### src/rtl/cgp_pkg.sv
// ----------------------------------------------------------------------------
// cgp_pkg: shared types and constants of the gateway command parser
// Command codes, reply kinds and the command record that travels from the
// parser front end to the reply/frame back end.
// ----------------------------------------------------------------------------
`default_nettype none

package cgp_pkg;

  localparam logic [7:0]  HDR_BYTE       = 8'hF1;
  localparam logic [7:0]  BIN_ENABLE     = 8'hE7;
  localparam logic [7:0]  CMD_FRAME      = 8'h00;
  localparam logic [7:0]  CMD_TIME_SYNC  = 8'h01;
  localparam logic [7:0]  CMD_BUS_PARAM  = 8'h06;
  localparam logic [7:0]  CMD_DEV_INFO   = 8'h07;
  localparam logic [7:0]  CMD_KEEP_ALIVE = 8'h09;
  localparam logic [7:0]  CMD_BUS_COUNT  = 8'h0C;
  localparam logic [7:0]  KEEP_ALIVE_B2  = 8'hDE;
  localparam logic [7:0]  KEEP_ALIVE_B3  = 8'hAD;

  localparam int          SPEED_W        = 23;
  localparam logic [22:0] SPEED_RESET    = 23'd500000;
  localparam int          CMDQ_DEPTH     = 2;

  typedef enum logic [2:0] {
    OP_FRAME      = 3'd0,
    OP_KEEP_ALIVE = 3'd1,
    OP_TIME_SYNC  = 3'd2,
    OP_DEV_INFO   = 3'd3,
    OP_BUS_PARAM  = 3'd4,
    OP_BUS_COUNT  = 3'd5
  } op_t;

  // one queued command; time-sync carries the timestamp in data[31:0]
  typedef struct packed {
    op_t         op;
    logic        bin;
    logic [28:0] id;
    logic        ext;
    logic [3:0]  dlc;
    logic [63:0] data;
  } cmd_t;

  typedef struct packed {
    logic full;
    logic empty;
  } q_stat_t;

endpackage

`default_nettype wire

### src/rtl/cgp_front.sv
// ----------------------------------------------------------------------------
// cgp_front: host byte parser
// Tracks the command framing byte by byte and pushes one command record per
// reply or CAN frame into the command queue.
// ----------------------------------------------------------------------------
`default_nettype none

module cgp_front
  import cgp_pkg::*;
(
  input  wire logic        clk,
  input  wire logic        rst_n,
  input  wire logic        in_valid,
  output logic             in_ready,
  input  wire logic [7:0]  in_rx_byte,
  input  wire logic [31:0] in_now_us,
  input  wire q_stat_t     q_stat,
  output logic             q_push,
  output cmd_t             q_wdata
);

  typedef enum logic [6:0] {
    PH_IDLE  = 7'b0000001,
    PH_CMD   = 7'b0000010,
    PH_ID    = 7'b0000100,
    PH_FLAGS = 7'b0001000,
    PH_DLC   = 7'b0010000,
    PH_DATA  = 7'b0100000,
    PH_TRAIL = 7'b1000000
  } phase_t;

  phase_t      ph_r, ph_nxt;
  logic [7:0]  cnt_r, cnt_nxt;
  logic [31:0] id_r, id_nxt;
  logic [7:0]  len_r, len_nxt;
  logic [63:0] data_r, data_nxt;
  logic        bin_r, bin_nxt;
  logic        accept;

  assign in_ready = ~q_stat.full;
  assign accept   = in_valid & in_ready;

  always_comb begin
    ph_nxt   = ph_r;
    cnt_nxt  = cnt_r;
    id_nxt   = id_r;
    len_nxt  = len_r;
    data_nxt = data_r;
    bin_nxt  = bin_r;
    q_push   = 1'b0;
    q_wdata  = '0;
    q_wdata.bin = bin_r;
    if (accept) begin
      case (ph_r)
        PH_IDLE: begin
          if (in_rx_byte == BIN_ENABLE) begin
            bin_nxt = 1'b1;
          end else if (in_rx_byte == HDR_BYTE) begin
            ph_nxt = PH_CMD;
          end
        end
        PH_CMD: begin
          ph_nxt = PH_IDLE;
          case (in_rx_byte)
            CMD_FRAME: begin
              ph_nxt   = PH_ID;
              cnt_nxt  = '0;
              id_nxt   = '0;
              len_nxt  = '0;
              data_nxt = '0;
            end
            BIN_ENABLE: bin_nxt = 1'b1;
            CMD_KEEP_ALIVE: begin
              q_push     = 1'b1;
              q_wdata.op = OP_KEEP_ALIVE;
            end
            CMD_TIME_SYNC: begin
              q_push       = 1'b1;
              q_wdata.op   = OP_TIME_SYNC;
              q_wdata.data = {32'd0, in_now_us};
            end
            CMD_DEV_INFO: begin
              q_push     = 1'b1;
              q_wdata.op = OP_DEV_INFO;
            end
            CMD_BUS_PARAM: begin
              q_push     = 1'b1;
              q_wdata.op = OP_BUS_PARAM;
            end
            CMD_BUS_COUNT: begin
              q_push     = 1'b1;
              q_wdata.op = OP_BUS_COUNT;
            end
            default: ;
          endcase
        end
        PH_ID: begin
          // little-endian ID, four bytes
          id_nxt[{cnt_r[1:0], 3'b000} +: 8] = in_rx_byte;
          cnt_nxt = cnt_r + 8'd1;
          if (cnt_r[1:0] == 2'd3) begin
            cnt_nxt = '0;
            ph_nxt  = PH_FLAGS;
          end
        end
        PH_FLAGS: ph_nxt = PH_DLC;
        PH_DLC: begin
          len_nxt = in_rx_byte;
          cnt_nxt = '0;
          ph_nxt  = (in_rx_byte == 8'd0) ? PH_TRAIL : PH_DATA;
        end
        PH_DATA: begin
          // bytes past the eighth are swallowed
          if (cnt_r < 8'd8) begin
            data_nxt[{cnt_r[2:0], 3'b000} +: 8] = in_rx_byte;
          end
          cnt_nxt = cnt_r + 8'd1;
          if (({1'b0, cnt_r} + 9'd1) >= {1'b0, len_r}) begin
            ph_nxt = PH_TRAIL;
          end
        end
        PH_TRAIL: begin
          q_push       = 1'b1;
          q_wdata.op   = OP_FRAME;
          q_wdata.ext  = id_r[31];
          q_wdata.id   = id_r[31] ? id_r[28:0] : {18'd0, id_r[10:0]};
          q_wdata.dlc  = (len_r > 8'd8) ? 4'd8 : len_r[3:0];
          q_wdata.data = data_r;
          ph_nxt       = PH_IDLE;
          cnt_nxt      = '0;
        end
        default: ph_nxt = PH_IDLE;
      endcase
    end
  end

  always_ff @(posedge clk) begin
    if (!rst_n) begin
      ph_r   <= PH_IDLE;
      cnt_r  <= '0;
      id_r   <= '0;
      len_r  <= '0;
      data_r <= '0;
      bin_r  <= 1'b0;
    end else begin
      ph_r   <= ph_nxt;
      cnt_r  <= cnt_nxt;
      id_r   <= id_nxt;
      len_r  <= len_nxt;
      data_r <= data_nxt;
      bin_r  <= bin_nxt;
    end
  end

endmodule

`default_nettype wire

### src/rtl/cgp_cmdq.sv
// ----------------------------------------------------------------------------
// cgp_cmdq: command queue
// Small FIFO of command records between the parser and the reply sequencer.
// ----------------------------------------------------------------------------
`default_nettype none

module cgp_cmdq
  import cgp_pkg::*;
#(
  parameter int DEPTH = CMDQ_DEPTH
)(
  input  wire logic clk,
  input  wire logic rst_n,
  input  wire logic q_push,
  input  wire cmd_t q_wdata,
  input  wire logic q_pop,
  output cmd_t      q_head,
  output q_stat_t   q_stat
);

  localparam int PTR_W = $clog2(DEPTH);
  localparam int CNT_W = $clog2(DEPTH + 1);
  localparam logic [PTR_W-1:0] PTR_LAST = PTR_W'(DEPTH - 1);
  localparam logic [CNT_W-1:0] CNT_FULL = CNT_W'(DEPTH);

  cmd_t             mem [DEPTH];
  logic [PTR_W-1:0] wr_ptr_r, wr_ptr_nxt;
  logic [PTR_W-1:0] rd_ptr_r, rd_ptr_nxt;
  logic [CNT_W-1:0] cnt_r, cnt_nxt;

  assign q_head       = mem[rd_ptr_r];
  assign q_stat.full  = (cnt_r == CNT_FULL);
  assign q_stat.empty = (cnt_r == '0);

  always_comb begin
    wr_ptr_nxt = wr_ptr_r;
    rd_ptr_nxt = rd_ptr_r;
    cnt_nxt    = cnt_r;
    if (q_push) begin
      wr_ptr_nxt = (wr_ptr_r == PTR_LAST) ? '0 : wr_ptr_r + 1'b1;
    end
    if (q_pop) begin
      rd_ptr_nxt = (rd_ptr_r == PTR_LAST) ? '0 : rd_ptr_r + 1'b1;
    end
    case ({q_push, q_pop})
      2'b10:   cnt_nxt = cnt_r + 1'b1;
      2'b01:   cnt_nxt = cnt_r - 1'b1;
      default: cnt_nxt = cnt_r;
    endcase
  end

  always_ff @(posedge clk) begin
    if (q_push) begin
      mem[wr_ptr_r] <= q_wdata;
    end
  end

  always_ff @(posedge clk) begin
    if (!rst_n) begin
      wr_ptr_r <= '0;
      rd_ptr_r <= '0;
      cnt_r    <= '0;
    end else begin
      wr_ptr_r <= wr_ptr_nxt;
      rd_ptr_r <= rd_ptr_nxt;
      cnt_r    <= cnt_nxt;
    end
  end

endmodule

`default_nettype wire

### src/rtl/cgp_back.sv
// ----------------------------------------------------------------------------
// cgp_back: reply and frame sequencer
// Expands the command at the head of the queue into result items, one per
// cycle while the receiver is ready, through a registered output stage.
// ----------------------------------------------------------------------------
`default_nettype none

module cgp_back
  import cgp_pkg::*;
(
  input  wire logic               clk,
  input  wire logic               rst_n,
  input  wire logic [SPEED_W-1:0] bus_speed,
  input  wire cmd_t               q_head,
  input  wire q_stat_t            q_stat,
  output logic                    q_pop,
  output logic                    out_valid,
  input  wire logic               out_ready,
  output logic                    out_result_kind,
  output logic [7:0]              out_resp_byte,
  output logic [28:0]             out_can_id,
  output logic                    out_can_ext,
  output logic [3:0]              out_can_dlc,
  output logic [63:0]             out_can_data,
  output logic                    out_binary_mode,
  output logic                    out_last
);

  logic [3:0]  idx_r, idx_nxt;
  logic [3:0]  last_idx;
  logic [7:0]  cmd_code;
  logic [7:0]  rbyte;
  logic        is_last;
  logic        load;
  logic        fire;

  logic        valid_r;
  logic        kind_r;
  logic [7:0]  resp_r;
  logic [28:0] id_r;
  logic        ext_r;
  logic [3:0]  dlc_r;
  logic [63:0] data_r;
  logic        bin_r;
  logic        last_r;

  always_comb begin
    case (q_head.op)
      OP_KEEP_ALIVE: begin last_idx = 4'd3;  cmd_code = CMD_KEEP_ALIVE; end
      OP_TIME_SYNC:  begin last_idx = 4'd5;  cmd_code = CMD_TIME_SYNC;  end
      OP_DEV_INFO:   begin last_idx = 4'd7;  cmd_code = CMD_DEV_INFO;   end
      OP_BUS_PARAM:  begin last_idx = 4'd11; cmd_code = CMD_BUS_PARAM;  end
      OP_BUS_COUNT:  begin last_idx = 4'd2;  cmd_code = CMD_BUS_COUNT;  end
      default:       begin last_idx = 4'd0;  cmd_code = CMD_FRAME;      end
    endcase
  end

  // reply byte at position idx_r; header and command code lead every reply
  always_comb begin
    rbyte = 8'h00;
    case (idx_r)
      4'd0: rbyte = HDR_BYTE;
      4'd1: rbyte = cmd_code;
      default: begin
        case (q_head.op)
          OP_KEEP_ALIVE: rbyte = (idx_r == 4'd2) ? KEEP_ALIVE_B2 : KEEP_ALIVE_B3;
          OP_TIME_SYNC:  rbyte = q_head.data[{idx_r[1:0] - 2'd2, 3'b000} +: 8];
          OP_DEV_INFO: begin
            if (idx_r == 4'd2 || idx_r == 4'd4) begin
              rbyte = 8'h01;
            end else if (idx_r == 4'd5) begin
              rbyte = {7'd0, q_head.bin};
            end
          end
          OP_BUS_PARAM: begin
            case (idx_r)
              4'd2:    rbyte = 8'h01;
              4'd3:    rbyte = bus_speed[7:0];
              4'd4:    rbyte = bus_speed[15:8];
              4'd5:    rbyte = {1'b0, bus_speed[22:16]};
              default: rbyte = 8'h00;
            endcase
          end
          OP_BUS_COUNT:  rbyte = 8'h01;
          default:       rbyte = 8'h00;
        endcase
      end
    endcase
  end

  assign is_last = (q_head.op == OP_FRAME) || (idx_r == last_idx);
  assign load    = ~valid_r | out_ready;
  assign fire    = load & ~q_stat.empty;
  assign q_pop   = fire & is_last;
  assign idx_nxt = fire ? (is_last ? 4'd0 : idx_r + 4'd1) : idx_r;

  always_ff @(posedge clk) begin
    if (!rst_n) begin
      valid_r <= 1'b0;
      idx_r   <= '0;
    end else begin
      idx_r <= idx_nxt;
      if (fire) begin
        valid_r <= 1'b1;
      end else if (out_ready) begin
        valid_r <= 1'b0;
      end
    end
  end

  always_ff @(posedge clk) begin
    if (fire) begin
      bin_r  <= q_head.bin;
      last_r <= is_last;
      if (q_head.op == OP_FRAME) begin
        kind_r <= 1'b1;
        resp_r <= 8'h00;
        id_r   <= q_head.id;
        ext_r  <= q_head.ext;
        dlc_r  <= q_head.dlc;
        data_r <= q_head.data;
      end else begin
        kind_r <= 1'b0;
        resp_r <= rbyte;
        id_r   <= '0;
        ext_r  <= 1'b0;
        dlc_r  <= '0;
        data_r <= '0;
      end
    end
  end

  assign out_valid       = valid_r;
  assign out_result_kind = kind_r;
  assign out_resp_byte   = resp_r;
  assign out_can_id      = id_r;
  assign out_can_ext     = ext_r;
  assign out_can_dlc     = dlc_r;
  assign out_can_data    = data_r;
  assign out_binary_mode = bin_r;
  assign out_last        = last_r;

endmodule

`default_nettype wire

### src/rtl/can_gateway_command_parser.sv
// ----------------------------------------------------------------------------
// can_gateway_command_parser: host command parser of a CAN-over-link gateway
// Host bytes come in on the in_ channel (valid/ready, one byte per item,
// with the current microsecond time). Results leave on the out_ channel:
// either one reply byte to the host (out_result_kind 0) or one CAN frame to
// transmit (out_result_kind 1); out_last marks the final result of a command.
// The cfg_ port writes the bus speed reported by the bus-parameter reply;
// write it only while the block is idle.
// The first result of a command passes through the queue write and then the
// output register. The parser takes one byte per cycle while in_ready is
// high; the output side sends one result per cycle while out_ready is high.
// A two-entry command queue sits between parser and sequencer; in_ready
// drops only when that queue is full, i.e. when reply bytes back up.
// A stalled receiver holds the current result in the output register.
// Reset (synchronous, rst_n low) clears the parser to idle, binary mode
// off, the queue and output empty, and the bus speed to 500000.
// ----------------------------------------------------------------------------
`default_nettype none

module can_gateway_command_parser
  import cgp_pkg::*;
#(
  parameter int QDEPTH = CMDQ_DEPTH
)(
  input  wire logic               clk,
  input  wire logic               rst_n,
  input  wire logic               in_valid,
  output logic                    in_ready,
  input  wire logic [7:0]         in_rx_byte,
  input  wire logic [31:0]        in_now_us,
  output logic                    out_valid,
  input  wire logic               out_ready,
  output logic                    out_result_kind,
  output logic [7:0]              out_resp_byte,
  output logic [28:0]             out_can_id,
  output logic                    out_can_ext,
  output logic [3:0]              out_can_dlc,
  output logic [63:0]             out_can_data,
  output logic                    out_binary_mode,
  output logic                    out_last,
  input  wire logic               cfg_we,
  input  wire logic [SPEED_W-1:0] cfg_wdata
);

  logic [SPEED_W-1:0] speed_r;
  logic               q_push;
  logic               q_pop;
  cmd_t               q_wdata;
  cmd_t               q_head;
  q_stat_t            q_stat;

  always_ff @(posedge clk) begin
    if (!rst_n) begin
      speed_r <= SPEED_RESET;
    end else if (cfg_we) begin
      speed_r <= cfg_wdata;
    end
  end

  cgp_front u_front (
    .clk        (clk),
    .rst_n      (rst_n),
    .in_valid   (in_valid),
    .in_ready   (in_ready),
    .in_rx_byte (in_rx_byte),
    .in_now_us  (in_now_us),
    .q_stat     (q_stat),
    .q_push     (q_push),
    .q_wdata    (q_wdata)
  );

  cgp_cmdq #(.DEPTH(QDEPTH)) u_cmdq (
    .clk     (clk),
    .rst_n   (rst_n),
    .q_push  (q_push),
    .q_wdata (q_wdata),
    .q_pop   (q_pop),
    .q_head  (q_head),
    .q_stat  (q_stat)
  );

  cgp_back u_back (
    .clk             (clk),
    .rst_n           (rst_n),
    .bus_speed       (speed_r),
    .q_head          (q_head),
    .q_stat          (q_stat),
    .q_pop           (q_pop),
    .out_valid       (out_valid),
    .out_ready       (out_ready),
    .out_result_kind (out_result_kind),
    .out_resp_byte   (out_resp_byte),
    .out_can_id      (out_can_id),
    .out_can_ext     (out_can_ext),
    .out_can_dlc     (out_can_dlc),
    .out_can_data    (out_can_data),
    .out_binary_mode (out_binary_mode),
    .out_last        (out_last)
  );

`ifndef SYNTHESIS
  a_no_overflow: assert property (@(posedge clk) disable iff (!rst_n)
    q_push |-> !q_stat.full)
    else $error("command queue overflow");

  a_no_underflow: assert property (@(posedge clk) disable iff (!rst_n)
    q_pop |-> !q_stat.empty)
    else $error("command queue underflow");

  a_dlc_range: assert property (@(posedge clk) disable iff (!rst_n)
    out_valid && out_result_kind |-> out_can_dlc <= 4'd8 && out_last)
    else $error("frame result with bad dlc or not last");

  a_std_id: assert property (@(posedge clk) disable iff (!rst_n)
    out_valid && out_result_kind && !out_can_ext |-> out_can_id[28:11] == '0)
    else $error("standard id wider than 11 bits");

  a_reply_clean: assert property (@(posedge clk) disable iff (!rst_n)
    out_valid && !out_result_kind |-> out_can_dlc == '0 && out_can_data == '0)
    else $error("reply byte carries frame fields");
`endif

endmodule

`default_nettype wire
### config.mk
export PLATFORM = sky130hd
export DESIGN_NAME = can_gateway_command_parser
export DESIGN_NICKNAME = d
export VERILOG_FILES = /design/src/rtl/cgp_pkg.sv /design/src/rtl/cgp_front.sv /design/src/rtl/cgp_cmdq.sv /design/src/rtl/cgp_back.sv /design/src/rtl/can_gateway_command_parser.sv
export SDC_FILE = /design/constraint.sdc
export NUM_CORES = 1
export LEC_CHECK = 0
export BUFFER_PORTS_ARGS = -buffer_cell sky130_fd_sc_hd__buf_2
export CAP_MARGIN = 30
export CORE_AREA = 2 2 209 159
export CTS_BUF_LIST = sky130_fd_sc_hd__clkbuf_8
export CTS_CLUSTER_DIAMETER = 150
export CTS_CLUSTER_SIZE = 40
export DETAILED_ROUTE_END_ITERATION = 10
export DIE_AREA = 0 0 211 161
export HOLD_SLACK_MARGIN = 0.08
export PLACE_DENSITY = 0.77
export SLEW_MARGIN = 30
export SYNTH_ARGS = -nofsm -noshare
export SYNTH_HDL_FRONTEND = slang
export SYNTH_SLANG_ARGS = --single-unit
### constraint.sdc
create_clock -name clk -period 10.4 [get_ports clk]
set_input_delay 1.56 -clock clk [delete_from_list [all_inputs] [get_ports clk]]
set_output_delay 1.56 -clock clk [all_outputs]
set_load 0.02 [all_outputs]
# Word-level counts from Yosys, hierarchy flattened
# Memory sizes are Yosys's and may differ from the RTL's. A register that Yosys moved wholly into a read port is not among the register bits.
# Cells that the tools add are included.
[word_totals] regBits=261 ramBits=204 out_inout_bits=111 word_cells=151 memories=1
[mem_list] memory="u_cmdq.mem" words=2 width=102 rd=1 rd_clocked_by_memory_dff=1 wr=1 line="cgp_cmdq.sv:26" text="cmd_t mem [DEPTH];"
[classes] addsub=10 magnitude_cmp=3 eq_ne=35 n_shift=5 mux=49 bitwise_logic=7 n_reduce_logical=21
[ops] operator="one-hot mux 64 bit (2 select lines)" count=2
[ops] operator="2-to-1 mux 64 bit" count=2
[ops] operator="2-to-1 mux 98 bit" count=1
[ops] operator="bitwise mux 64 bit" count=1
[ops] operator="2-to-1 mux 32 bit" count=2
[ops] operator="one-hot mux 32 bit (2 select lines)" count=1
[ops] operator="one-hot mux 8 bit (4 select lines)" count=2
[ops] operator="variable shift 8 x 8 -> 64 bit (first input constant)" count=1
[ops] operator="indexed part select 64 x 6 -> 8 bit" count=1
[ops] operator="indexed part select 8 x 8 -> 64 bit" count=1
[ops] operator="2-to-1 mux 7 bit" count=6
[ops] operator="one-hot mux 7 bit (6 select lines)" count=1
[ops] operator="one-hot mux 4 bit (5 select lines)" count=2
[ops] operator="one-hot mux 8 bit (5 select lines)" count=1
[ops] operator="2-to-1 mux 34 bit" count=1
[ops] operator="bitwise mux 32 bit" count=1
[ops] operator="one-hot mux 8 bit (2 select lines)" count=2
[ops] operator="variable shift 8 x 7 -> 32 bit (first input constant)" count=1
[ops] operator="indexed part select 8 x 7 -> 32 bit" count=1
[ops] operator="2-to-1 mux 29 bit" count=1
[ops] operator="2-to-1 mux 8 bit" count=3
[ops] operator="equality test 8 x 3 -> 1 bit (second input constant)" count=2
[ops] operator="equality test 8 x 4 -> 1 bit (second input constant)" count=2
[ops] operator="equality test 8 bit (second input constant)" count=2
[ops] operator="52 further kinds" count=90

# Longest topological paths before layout
# Gate-level depths: netlist (run 1).
[logic_depth] ltp_word=7 depth_mapped=12 ltp_nobuf=11

# By module
# A second synthesis (run 1) with hierarchy kept.
[hier_totals] cells_unflattened=1500 hier_area_um2=19850.3
[by_module_without_submodules] module="cgp_cmdq" n_inst=1 cells_each=339 area_per_inst_um2=7566.0 seq_area_each_um2=6226.0
[by_module_without_submodules] module="cgp_front" n_inst=1 cells_each=719 area_per_inst_um2=6357.3 seq_area_each_um2=2362.3
[by_module_without_submodules] module="cgp_back" n_inst=1 cells_each=368 area_per_inst_um2=5051.1 seq_area_each_um2=3373.2
[by_module_without_submodules] module="can_gateway_command_parser" n_inst=1 cells_each=74 area_per_inst_um2=875.8 seq_area_each_um2=460.4

# Least setup slack after synthesis (run 1)
# No wires, ideal clock.
[synth_timing] kind="input to register" startpoint="input out_ready" endpoint="register u_cmdq.cnt_r[1]" t_arrival_ns=7.757 slack_ns=2.573 stages=7 n_path_buf=0 path_cell_list="nor2b_1 -> nor2_1 -> nand2_1 -> nor2_1 -> ha_1 -> or3_1 -> a21oi_1"
[synth_via] elab_chain_cells=5 word_cells_on_any_way=7
[synth_lines] element="from (decl)" line="can_gateway_command_parser.sv:32" text="input wire logic out_ready,"
[synth_lines] element="OR 1 bit *" line="cgp_back.sv:92" text="assign load = ~valid_r | out_ready;"
[synth_lines] element="bitwise AND 1 bit *" line="cgp_back.sv:93" text="assign fire = load & ~q_stat.empty;"
[synth_lines] element="named net u_back.fire" line="cgp_back.sv:35" text="logic fire;"
[synth_lines] element="bitwise AND 1 bit *" line="cgp_back.sv:94" text="assign q_pop = fire & is_last;"
[synth_lines] element="named net q_pop" line="can_gateway_command_parser.sv:47" text="logic q_pop;"
[synth_lines] element="equality test 2 x 1 -> 1 bit / equality test 2 bit (equally long branches)" line="cgp_cmdq.sv:45" text="case ({q_push, q_pop})"
[synth_lines] element="one-hot mux 2 bit (2 select lines) / nonzero test 2 bit (equally long branches)"
[synth_lines] element="to (signal assigned)" line="cgp_cmdq.sv:66" text="cnt_r <= cnt_nxt;"
[synth_lines] element="to (decl)" line="cgp_cmdq.sv:29" text="logic [CNT_W-1:0] cnt_r, cnt_nxt;"
# The timed path passes the listed nets; every way through them passes the cells marked *.
# A chain may end at the register's enable or synchronous reset.

# Worst setup path in the final report (run 1)
[layout_timing] startpoint="register u_front.ph_r[2]" endpoint="memory u_cmdq.mem[1][66] in the netlist's numbering (enable)"
[layout_via] elab_chain_cells=5 word_cells_on_any_way=6
[layout_lines] element="from (decl)" line="cgp_front.sv:32" text="phase_t ph_r, ph_nxt;"
[layout_lines] element="from (signal assigned)" line="cgp_front.sv:146" text="ph_r <= ph_nxt;"
[layout_lines] element="equality test 7 bit / equality test 7 x 2 -> 1 bit (equally long branches)" line="cgp_front.sv:54" text="case (ph_r)"
[layout_lines] element="one-hot mux 1 bit (2 select lines) *" line="cgp_front.sv:54"
[layout_lines] element="2-to-1 mux 1 bit *" line="cgp_front.sv:53" text="if (accept) begin"
[layout_lines] element="2-to-1 mux 1 bit *" line="cgp_cmdq.sv:53" text="if (q_push) begin"
[layout_lines] element="2-to-1 mux 1 bit (not written as such) *" line="cgp_cmdq.sv:54" text="mem[wr_ptr_r] <= q_wdata;"
[layout_lines] element="to (decl)" line="cgp_cmdq.sv:26"
# Every way passes the cells marked *; elsewhere a longest branch is shown, timed or not.

==> results of run 1 <==
==> worst paths after layout <==
check / start / endpoint / slack, ns / depth (start not counted)
max: u_front.ph_r[2] / u_cmdq.mem[1][66] / 6.23 / 6
min: u_front.id_r[24] / u_front.id_r[24] / 0.47 / 2
max reg2reg: u_front.ph_r[2] / u_cmdq.mem[1][66] / 6.23 / 6
min reg2reg: u_front.id_r[24] / u_front.id_r[24] / 0.47 / 2
==> where the power goes <==
| group | switching, mW | leakage [nW] | internal, mW |
|---|---|---|---|
| registers | 0.0705 | 3.74 | 2.09 |
| logic | 0.344 | 2.98 | 0.182 |
| clock network | 0.508 | 0.163 | 0.142 |
| total | 0.923 | 6.89 | 2.41 |
==> layout by cell type, fill, tap and decap left out, types with 4 or more instances in the layout <==
cell / count
a32o_1: 8
and2_1: 50
xor2_1: 5
ha_1: 22
a21o_1: 14
clkbuf_8: 15
and3_1: 26
nand2_1: 93
a32oi_1: 4
edfxtp_1: 313
nor4_1: 6
inv_1: 32
nor2b_1: 13
nor2_1: 173
buf_2: 178
mux2i_1: 130
nand3_1: 46
o21ai_0: 43
or3_1: 6
buf_4: 6
xnor2_1: 6
nand2b_1: 12
mux4_2: 8
a22oi_1: 8
o221ai_1: 7
a21oi_1: 63
dfxtp_1: 150
nor3_1: 14
a22o_1: 73
mux2_2: 5
o211ai_1: 4
==> logic make-up (layout without fill, tap and decap cells) <==
| family | after synthesis | after routing | synth area share (%) |
|---|---|---|---|
| mux | 143 | 143 | 8.13 |
| buf+inv | 112 | 239 | 2.30 |
| flops | 464 | 464 | 65.7 |
| compound gates | 259 | 259 | 9.74 |
| simple gates | 477 | 477 | 12.2 |
| fa+ha+maj | 22 | 22 | 1.46 |
| xor+xnor | 11 | 11 | 0.509 |
==> state kept, by name, indices dropped and copies added (netlist names), named ones only <==
signal	count
u_back.out_binary_mode	1
u_front.ph_r	7
u_back.out_can_id	29
u_back.idx_r	4
u_cmdq.mem	204
u_back.out_resp_byte	8
u_back.out_can_ext	1
u_front.len_r	8
u_back.out_can_data	64
u_back.out_result_kind	1
u_front.data_r	64
u_back.out_last	1
u_cmdq.wr_ptr_r	1
u_back.out_can_dlc	4
u_front.id_r	30
u_front.bin_r	1
u_cmdq.cnt_r	2
speed_r	23
u_cmdq.rd_ptr_r	1
u_back.out_valid	1
u_front.cnt_r	8
==> critical path: stages, from the launching register on <==
cell	delay, ns
dfxtp_1	0.43
nor4_1	0.51
nand4bb_1	0.61
or3_1	0.62
o22ai_1	0.25
and2_4	0.51
buf_4	0.81
==> area by class of cell <==
type,count,area [um2],share of cell area [%]
multi-input combinational,912,6120,30.0
clock inverter,10,50.0,0.245
clock buffer,15,206,1.01
tap,413,517,2.53
timing repair buffer,188,997,4.88
sequential,464,12400,60.9
inverter,26,97.6,0.478
==> per-layer routing <==
layer  share of wire [%]  vias to the layer above
li1                    -                     5702
met1                  46                     5944
met2                  47                      379
met3                 5.1                       54
met4                 2.3                        0
met5                   0                        -
==> metrics by stage <==
| stage | utilization [%] | std cells | hold slack, ns | power [mW] | setup WS [ns] |
|---|---|---|---|---|---|
| after global routing | 63.8 | 2028 | 0.477 | 3.45 | 5.96 |
| after detailed placement | 62.8 | 2002 | 0.440 | 2.73 | 5.14 |
| after floorplan | - | 1488 | 0.417 | 2.57 | 2.57 |
| final | 63.8 | 2028 | 0.470 | 3.33 | 6.23 |
| after global placement | 62.8 | 2002 | 0.435 | 2.72 | 5.29 |
| after CTS | 63.6 | 2027 | 0.469 | 3.35 | 5.81 |
==> metrics.txt, run 1 <==
vias per std cell=5.96; CTS tree=done; CTS H-tree depth=1; Post-synth EDFFs=313; Synth cell types=74; power per cell area=163 mW/mm2; initial core utilization=59.1%; Final Cycle Share=40.1%; Synth area leader=edfxtp_1; met3 Use GR=2.37%; Static Leak=6.89 nW; CTS Buf Count=15; Post-DP HPWL=28.8 mm; worst-skew pair later-pin latency=0.62 ns; via count=12100; Max VDD drop=0.120 mV; WL per Instance=20.7 um; Data required, critical path=10.66 ns; most frequent cell after synthesis=edfxtp_1; vias in the first global route=11400; setup violators final=0; final worst path period need=4.17 ns; syn_nets=1578; Syn-to-layout area delta=7.92%; synthesized area per cell=12.7 um2; largest net degree at the start of global routing=101; postcts setup bufs=0; core area=0.0320 mm2; RSZ-0062 raised after global routing=no; final non-filler cell area=0.0204 mm2; clk root buf=clkbuf_8; fraction of layout cells with a size suffix above 1=14.8%; port bufs=178; DRT Pass-1 Iters=7; crit start category=flip-flop; Iter 0 DRT Violations=1069; worst min path class=reg2reg; Layout Skew=0.0401 ns; NumNets Final=1697; CP max FO=70; Synth Flop Type=edfxtp_1; share of the synthesized area in the top cell type=49.7%; Final GP Congestion=0.965; Die Area=0.0340 mm2; clock sinks=464; slew of the pin with the lowest slew margin=0.955 ns; setup TNS=0 ns; Final Max Slew Viols=0; Max clock buf depth=3; initial antenna violation count=0; slew margin rel.=36.3%; Hold Buf Count CTS=0; GRT Overall Usage=24.4%; grt ovf=0; Top Ports=179; post-synthesis sequential area ratio=65.7%; global-route wire length before repair=64.6 mm; FF+latch count, synth=464; std cell rows=57; Routed Wire Length=42.0 mm; Area after DPL=0.0201 mm2; most frequent cells after synthesis=edfxtp_1, nor2_1, dfxtp_1; yosys warns=0; Die Y=161 um; Max Cap Viol=0; GRT met1 Usage=36.5%; CP endpoint kind=flip-flop; Gates resized, CTS repair=0; Critical Path AT=4.43 ns; status=complete, no violations; fmax=0.240 GHz; # fillers=2455; clock-pin slew on the worst setup and hold paths=0.23 ns; # DRC=0; # diodes=0; CP Class=reg2reg; remaining antenna violation count after routing=0; met2 Track Usage GR=39.1%; Async SR Flop Fraction=0%; synthesized area=0.0189 mm2; Die Width=211 um; Post-Synthesis Cells=1488; synth top area cells=edfxtp_1, dfxtp_1, mux2i_1; final hold vios=0; Most Crowded Layer GR=met2
Note: power is estimated with default switching activity, not from simulation.
==> inputs of run 2 (changes only) <==
--- a/config.mk
+++ b/config.mk
@@ -5,14 +5,15 @@
 export SDC_FILE = /design/constraint.sdc
 export NUM_CORES = 1
 export LEC_CHECK = 0
+export ABC_AREA = 1
 export BUFFER_PORTS_ARGS = -buffer_cell sky130_fd_sc_hd__buf_2
 export CAP_MARGIN = 30
-export CORE_AREA = 2 2 209 159
+export CORE_AREA = 2 2 214 163
 export CTS_BUF_LIST = sky130_fd_sc_hd__clkbuf_8
 export CTS_CLUSTER_DIAMETER = 150
 export CTS_CLUSTER_SIZE = 40
 export DETAILED_ROUTE_END_ITERATION = 10
-export DIE_AREA = 0 0 211 161
+export DIE_AREA = 0 0 216 165
 export HOLD_SLACK_MARGIN = 0.08
 export PLACE_DENSITY = 0.77
 export SLEW_MARGIN = 30
==> constraint.sdc (replaced) <==
create_clock -name clk -period 4.3 [get_ports clk]
set_input_delay 0.645 -clock clk [delete_from_list [all_inputs] [get_ports clk]]
set_output_delay 0.645 -clock clk [all_outputs]
set_load 0.02 [all_outputs]
==> metrics.txt, run 2 <==
combinational fraction of design power=21.4% (was 15.8%); Multi-input gate area=0.00645 mm2 (was 0.00612 mm2); synth top area cells=edfxtp_1, dfxtp_1, nand2_1 (was edfxtp_1, dfxtp_1, mux2i_1); met3 WL=3.23 mm (was 2.14 mm); Syn-to-layout area delta=7.30% (was 7.92%); DRT Pass-1 Iters=6 (was 7); most frequent cells after synthesis=nand2_1, edfxtp_1, a21oi_1 (was edfxtp_1, nor2_1, dfxtp_1); Data required, critical path=4.82 ns (was 10.66 ns); register share of total power=60.1% (was 64.7%); CP max-delay cell=nor3_2 (was buf_4); reg-to-reg endpoint=u_front.data_r[28] (was u_cmdq.mem[1][66]); final worst path period need=3.14 ns (was 4.17 ns); Top Ports=179 (unchanged); RSZ-0062 raised after global routing=no (unchanged); post-synthesis sequential area ratio=62.3% (was 65.7%); worst min path class=in2reg (was reg2reg); Final GP Congestion=0.938 (was 0.965); vias in the first global route=13700 (was 11400); CP endpoint kind=flip-flop (unchanged); largest reg by FF count=u_cmdq.mem (unchanged); CTS tree=done (unchanged); Async SR Flop Fraction=0% (unchanged); most frequent cell after synthesis=nand2_1 (was edfxtp_1); GRT Overall Usage=26.6% (was 24.4%); WL per Instance=18.4 um (was 20.7 um); largest net degree at the start of global routing=94 (was 101); Gates resized, CTS repair=0 (unchanged); Max clock buf depth=3 (unchanged); depth of the most critical reg-to-reg path=8 (was 6); CP max stage delay=0.60 ns (was 0.81 ns); Post-DP HPWL=33.1 mm (was 28.8 mm); Synth Flop Type=edfxtp_1 (unchanged); setup violators final=0 (unchanged); Layout Skew=0.0476 ns (was 0.0401 ns); # DRC=0 (unchanged); clock sinks=464 (unchanged); CTS H-tree depth=1 (unchanged); cell chain of the critical path=inv_1 -> ha_1 -> ha_1 -> inv_1 -> nor3_2 -> o211ai_2 -> nand2_1 -> a21oi_1 (was nor4_1 -> nand4bb_1 -> or3_1 -> o22ai_1 -> and2_4 -> buf_4); Hold Buf Count CTS=0 (unchanged); # diodes=0 (unchanged); Metal-1 WL=21.7 mm (was 19.3 mm); max reg flops=204 (unchanged); CTS Buf Count=15 (unchanged); initial antenna violation count=0 (unchanged); CP max FO=19 (was 70); via count=14800 (was 12100); Final Max Slew Viols=0 (unchanged); Max Cap Viol=0 (unchanged); Static Leak=7.77 nW (was 6.89 nW); Iter 0 DRT Violations=1605 (was 1069); power per cell area=399 mW/mm2 (was 163 mW/mm2); r2r setup slk=1.16 ns (was 6.23 ns); # fillers=2771 (was 2455); Internal Pwr Total=5.86 mW (was 2.41 mW); CP top delay family=adder cells (was simple AND/OR/NAND/NOR gates); Die Area=0.0356 mm2 (was 0.0340 mm2); Final Cycle Share=72.9% (was 40.1%); Synth area leader=edfxtp_1 (unchanged); synthesized area=0.0200 mm2 (was 0.0189 mm2); Routed Wire Length=47.7 mm (was 42.0 mm); final hold vios=0 (unchanged); Worst Path Buf+Inv=2 (was 1); slew of the pin with the lowest slew margin=0.886 ns (was 0.955 ns); setup TNS=0 ns (unchanged); Post-synth EDFFs=313 (unchanged); CP Depth=8 (was 6); core area=0.0334 mm2 (was 0.0320 mm2); syn_nets=2111 (was 1578); Sequential Area=0.0124 mm2 (unchanged); NumNets Final=2228 (was 1697); met2 WL=22.0 mm (was 19.6 mm); postcts setup bufs=0 (unchanged); std cell rows=58 (was 57); slew margin rel.=41.0% (was 36.3%); Die Y=165 um (was 161 um); Critical Path AT=3.65 ns (was 4.43 ns); commonest non-fill, non-tap cell in the layout=nand2_1 (was edfxtp_1); Clk pwr share=18.5% (was 19.5%); Synth cell types=43 (was 74); crit start category=flip-flop (unchanged); initial core utilization=59.8% (was 59.1%); worst-skew pair later-pin latency=0.64 ns (was 0.62 ns); yosys warns=0 (unchanged); most frequent cells in the layout=nand2_1, edfxtp_1, a21oi_1, nor2_1, buf_2 (was edfxtp_1, buf_2, nor2_1, dfxtp_1, mux2i_1); top sig layer=met4 (unchanged); NetSw=2.68 mW (was 0.923 mW); FF+latch count, synth=464 (unchanged); Sw Ratio=31.4% (was 27.7%); synthesized area per cell=9.87 um2 (was 12.7 um2); vias per std cell=5.72 (was 5.96); port bufs=178 (unchanged); Die Width=216 um (was 211 um); status=complete, no violations (unchanged); Post-Synthesis Cells=2021 (was 1488); Max VDD drop=0.284 mV (was 0.120 mV); global-route wire length before repair=74.4 mm (was 64.6 mm); worst reg2reg startpoint=u_front.cnt_r[1] (was u_front.ph_r[2]); grt ovf=0 (unchanged); Critical path origin=u_front.cnt_r[1] (was u_front.ph_r[2]); remaining antenna violation count after routing=0 (unchanged); fmax=0.319 GHz (was 0.240 GHz); clk root buf=clkbuf_8 (unchanged); overall power=8.55 mW (was 3.33 mW); fraction of layout cells with a size suffix above 1=14.3% (was 14.8%); Critical Path End=u_front.data_r[28] (was u_cmdq.mem[1][66]); share of the synthesized area in the top cell type=47.1% (was 49.7%); clock-pin slew on the worst setup and hold paths=0.24 ns (was 0.23 ns); CP Class=reg2reg (unchanged)
[run 2: changes by cell type in the layout (fill, tap and decap cells not counted), moves of 24 or more]
| cell | before | now |
|---|---|---|
| a21oi_1 | 63 | 213 |
| mux2i_1 | 130 | 5 |
| and3_1 | 26 | 0 |
| a32o_1 | 8 | 32 |
| nor2_1 | 173 | 202 |
| nand2_1 | 93 | 452 |
| nand4_1 | 3 | 79 |
| inv_1 | 32 | 152 |
| nand3_1 | 46 | 87 |
| a22o_1 | 73 | 0 |
| and2_1 | 50 | 0 |
[run 2: layout make-up]
cell class,instances,area share [%]
flip-flops and latches,464,58.0
multi-input cells,1292,30.2
repair buffers,202,5.11
inverters,163,2.87
well taps,450,2.63
clock buffers,15,0.964
clock inverters,10,0.234
[run 2: kinds of logic after synthesis]
group | count (synthesis) | share of synthesized area [%]
compound gates | 326 | 9.51
xor+xnor | 6 | 0.263
fa+ha+maj | 22 | 1.38
buf+inv | 265 | 5.54
flops | 464 | 62.3
mux | 5 | 0.251
simple gates | 933 | 20.8
[run 2: worst min path at each step]
stage,cells past startpoint,start,slack [ns],endpoint
global route,3,cfg_wdata[18],0.21,speed_r[18]
floorplan,0,u_front.bin_r,0.43,u_cmdq.mem[0][98]
finish,3,cfg_wdata[18],0.20,speed_r[18]
detailed placement,2,speed_r[0],0.45,speed_r[0]
global placement,0,u_front.bin_r,0.44,u_cmdq.mem[1][98]
CTS,3,cfg_wdata[18],0.17,speed_r[18]
[run 2: through the flow]
stage,instances,instance area [um2],util [%],setup slack (ns),hold slack (ns)
finish,2596,21400,64.1,1.16,0.200
CTS,2596,21400,64.1,1.22,0.172
global route,2596,21400,64.1,0.962,0.213
detailed placement,2571,21100,63.4,1.01,0.446
floorplan,2021,20000,-,-0.255,0.426
global placement,2570,21100,63.3,1.10,0.438
[run 2: metal layers]
| metal | track usage [%] | vias to the layer above |
|---|---|---|
| li1 | - | 7142 |
| met1 | 39.5 | 7116 |
| met2 | 42.9 | 530 |
| met3 | 3.15 | 52 |
| met4 | 4.70 | 0 |
| met5 | 0 | - |
[run 2: power groups by stage]
stage | Clock [mW] | Combinational [mW] | Sequential [mW]
CTS | 1.60 | 1.82 | 5.14
floorplan | 0 | 1.07 | 5.45
global placement | 0 | 1.77 | 5.23
detailed placement | 0 | 1.81 | 5.23
global route | 1.73 | 2.00 | 5.16
finish | 1.58 | 1.83 | 5.13
[run 2: tightest hold or removal path: cells and delay by family]
family,cells,cell delay (ns)
buffers and inverters,1,0.07
AND/OR/NAND/NOR,2,0.10
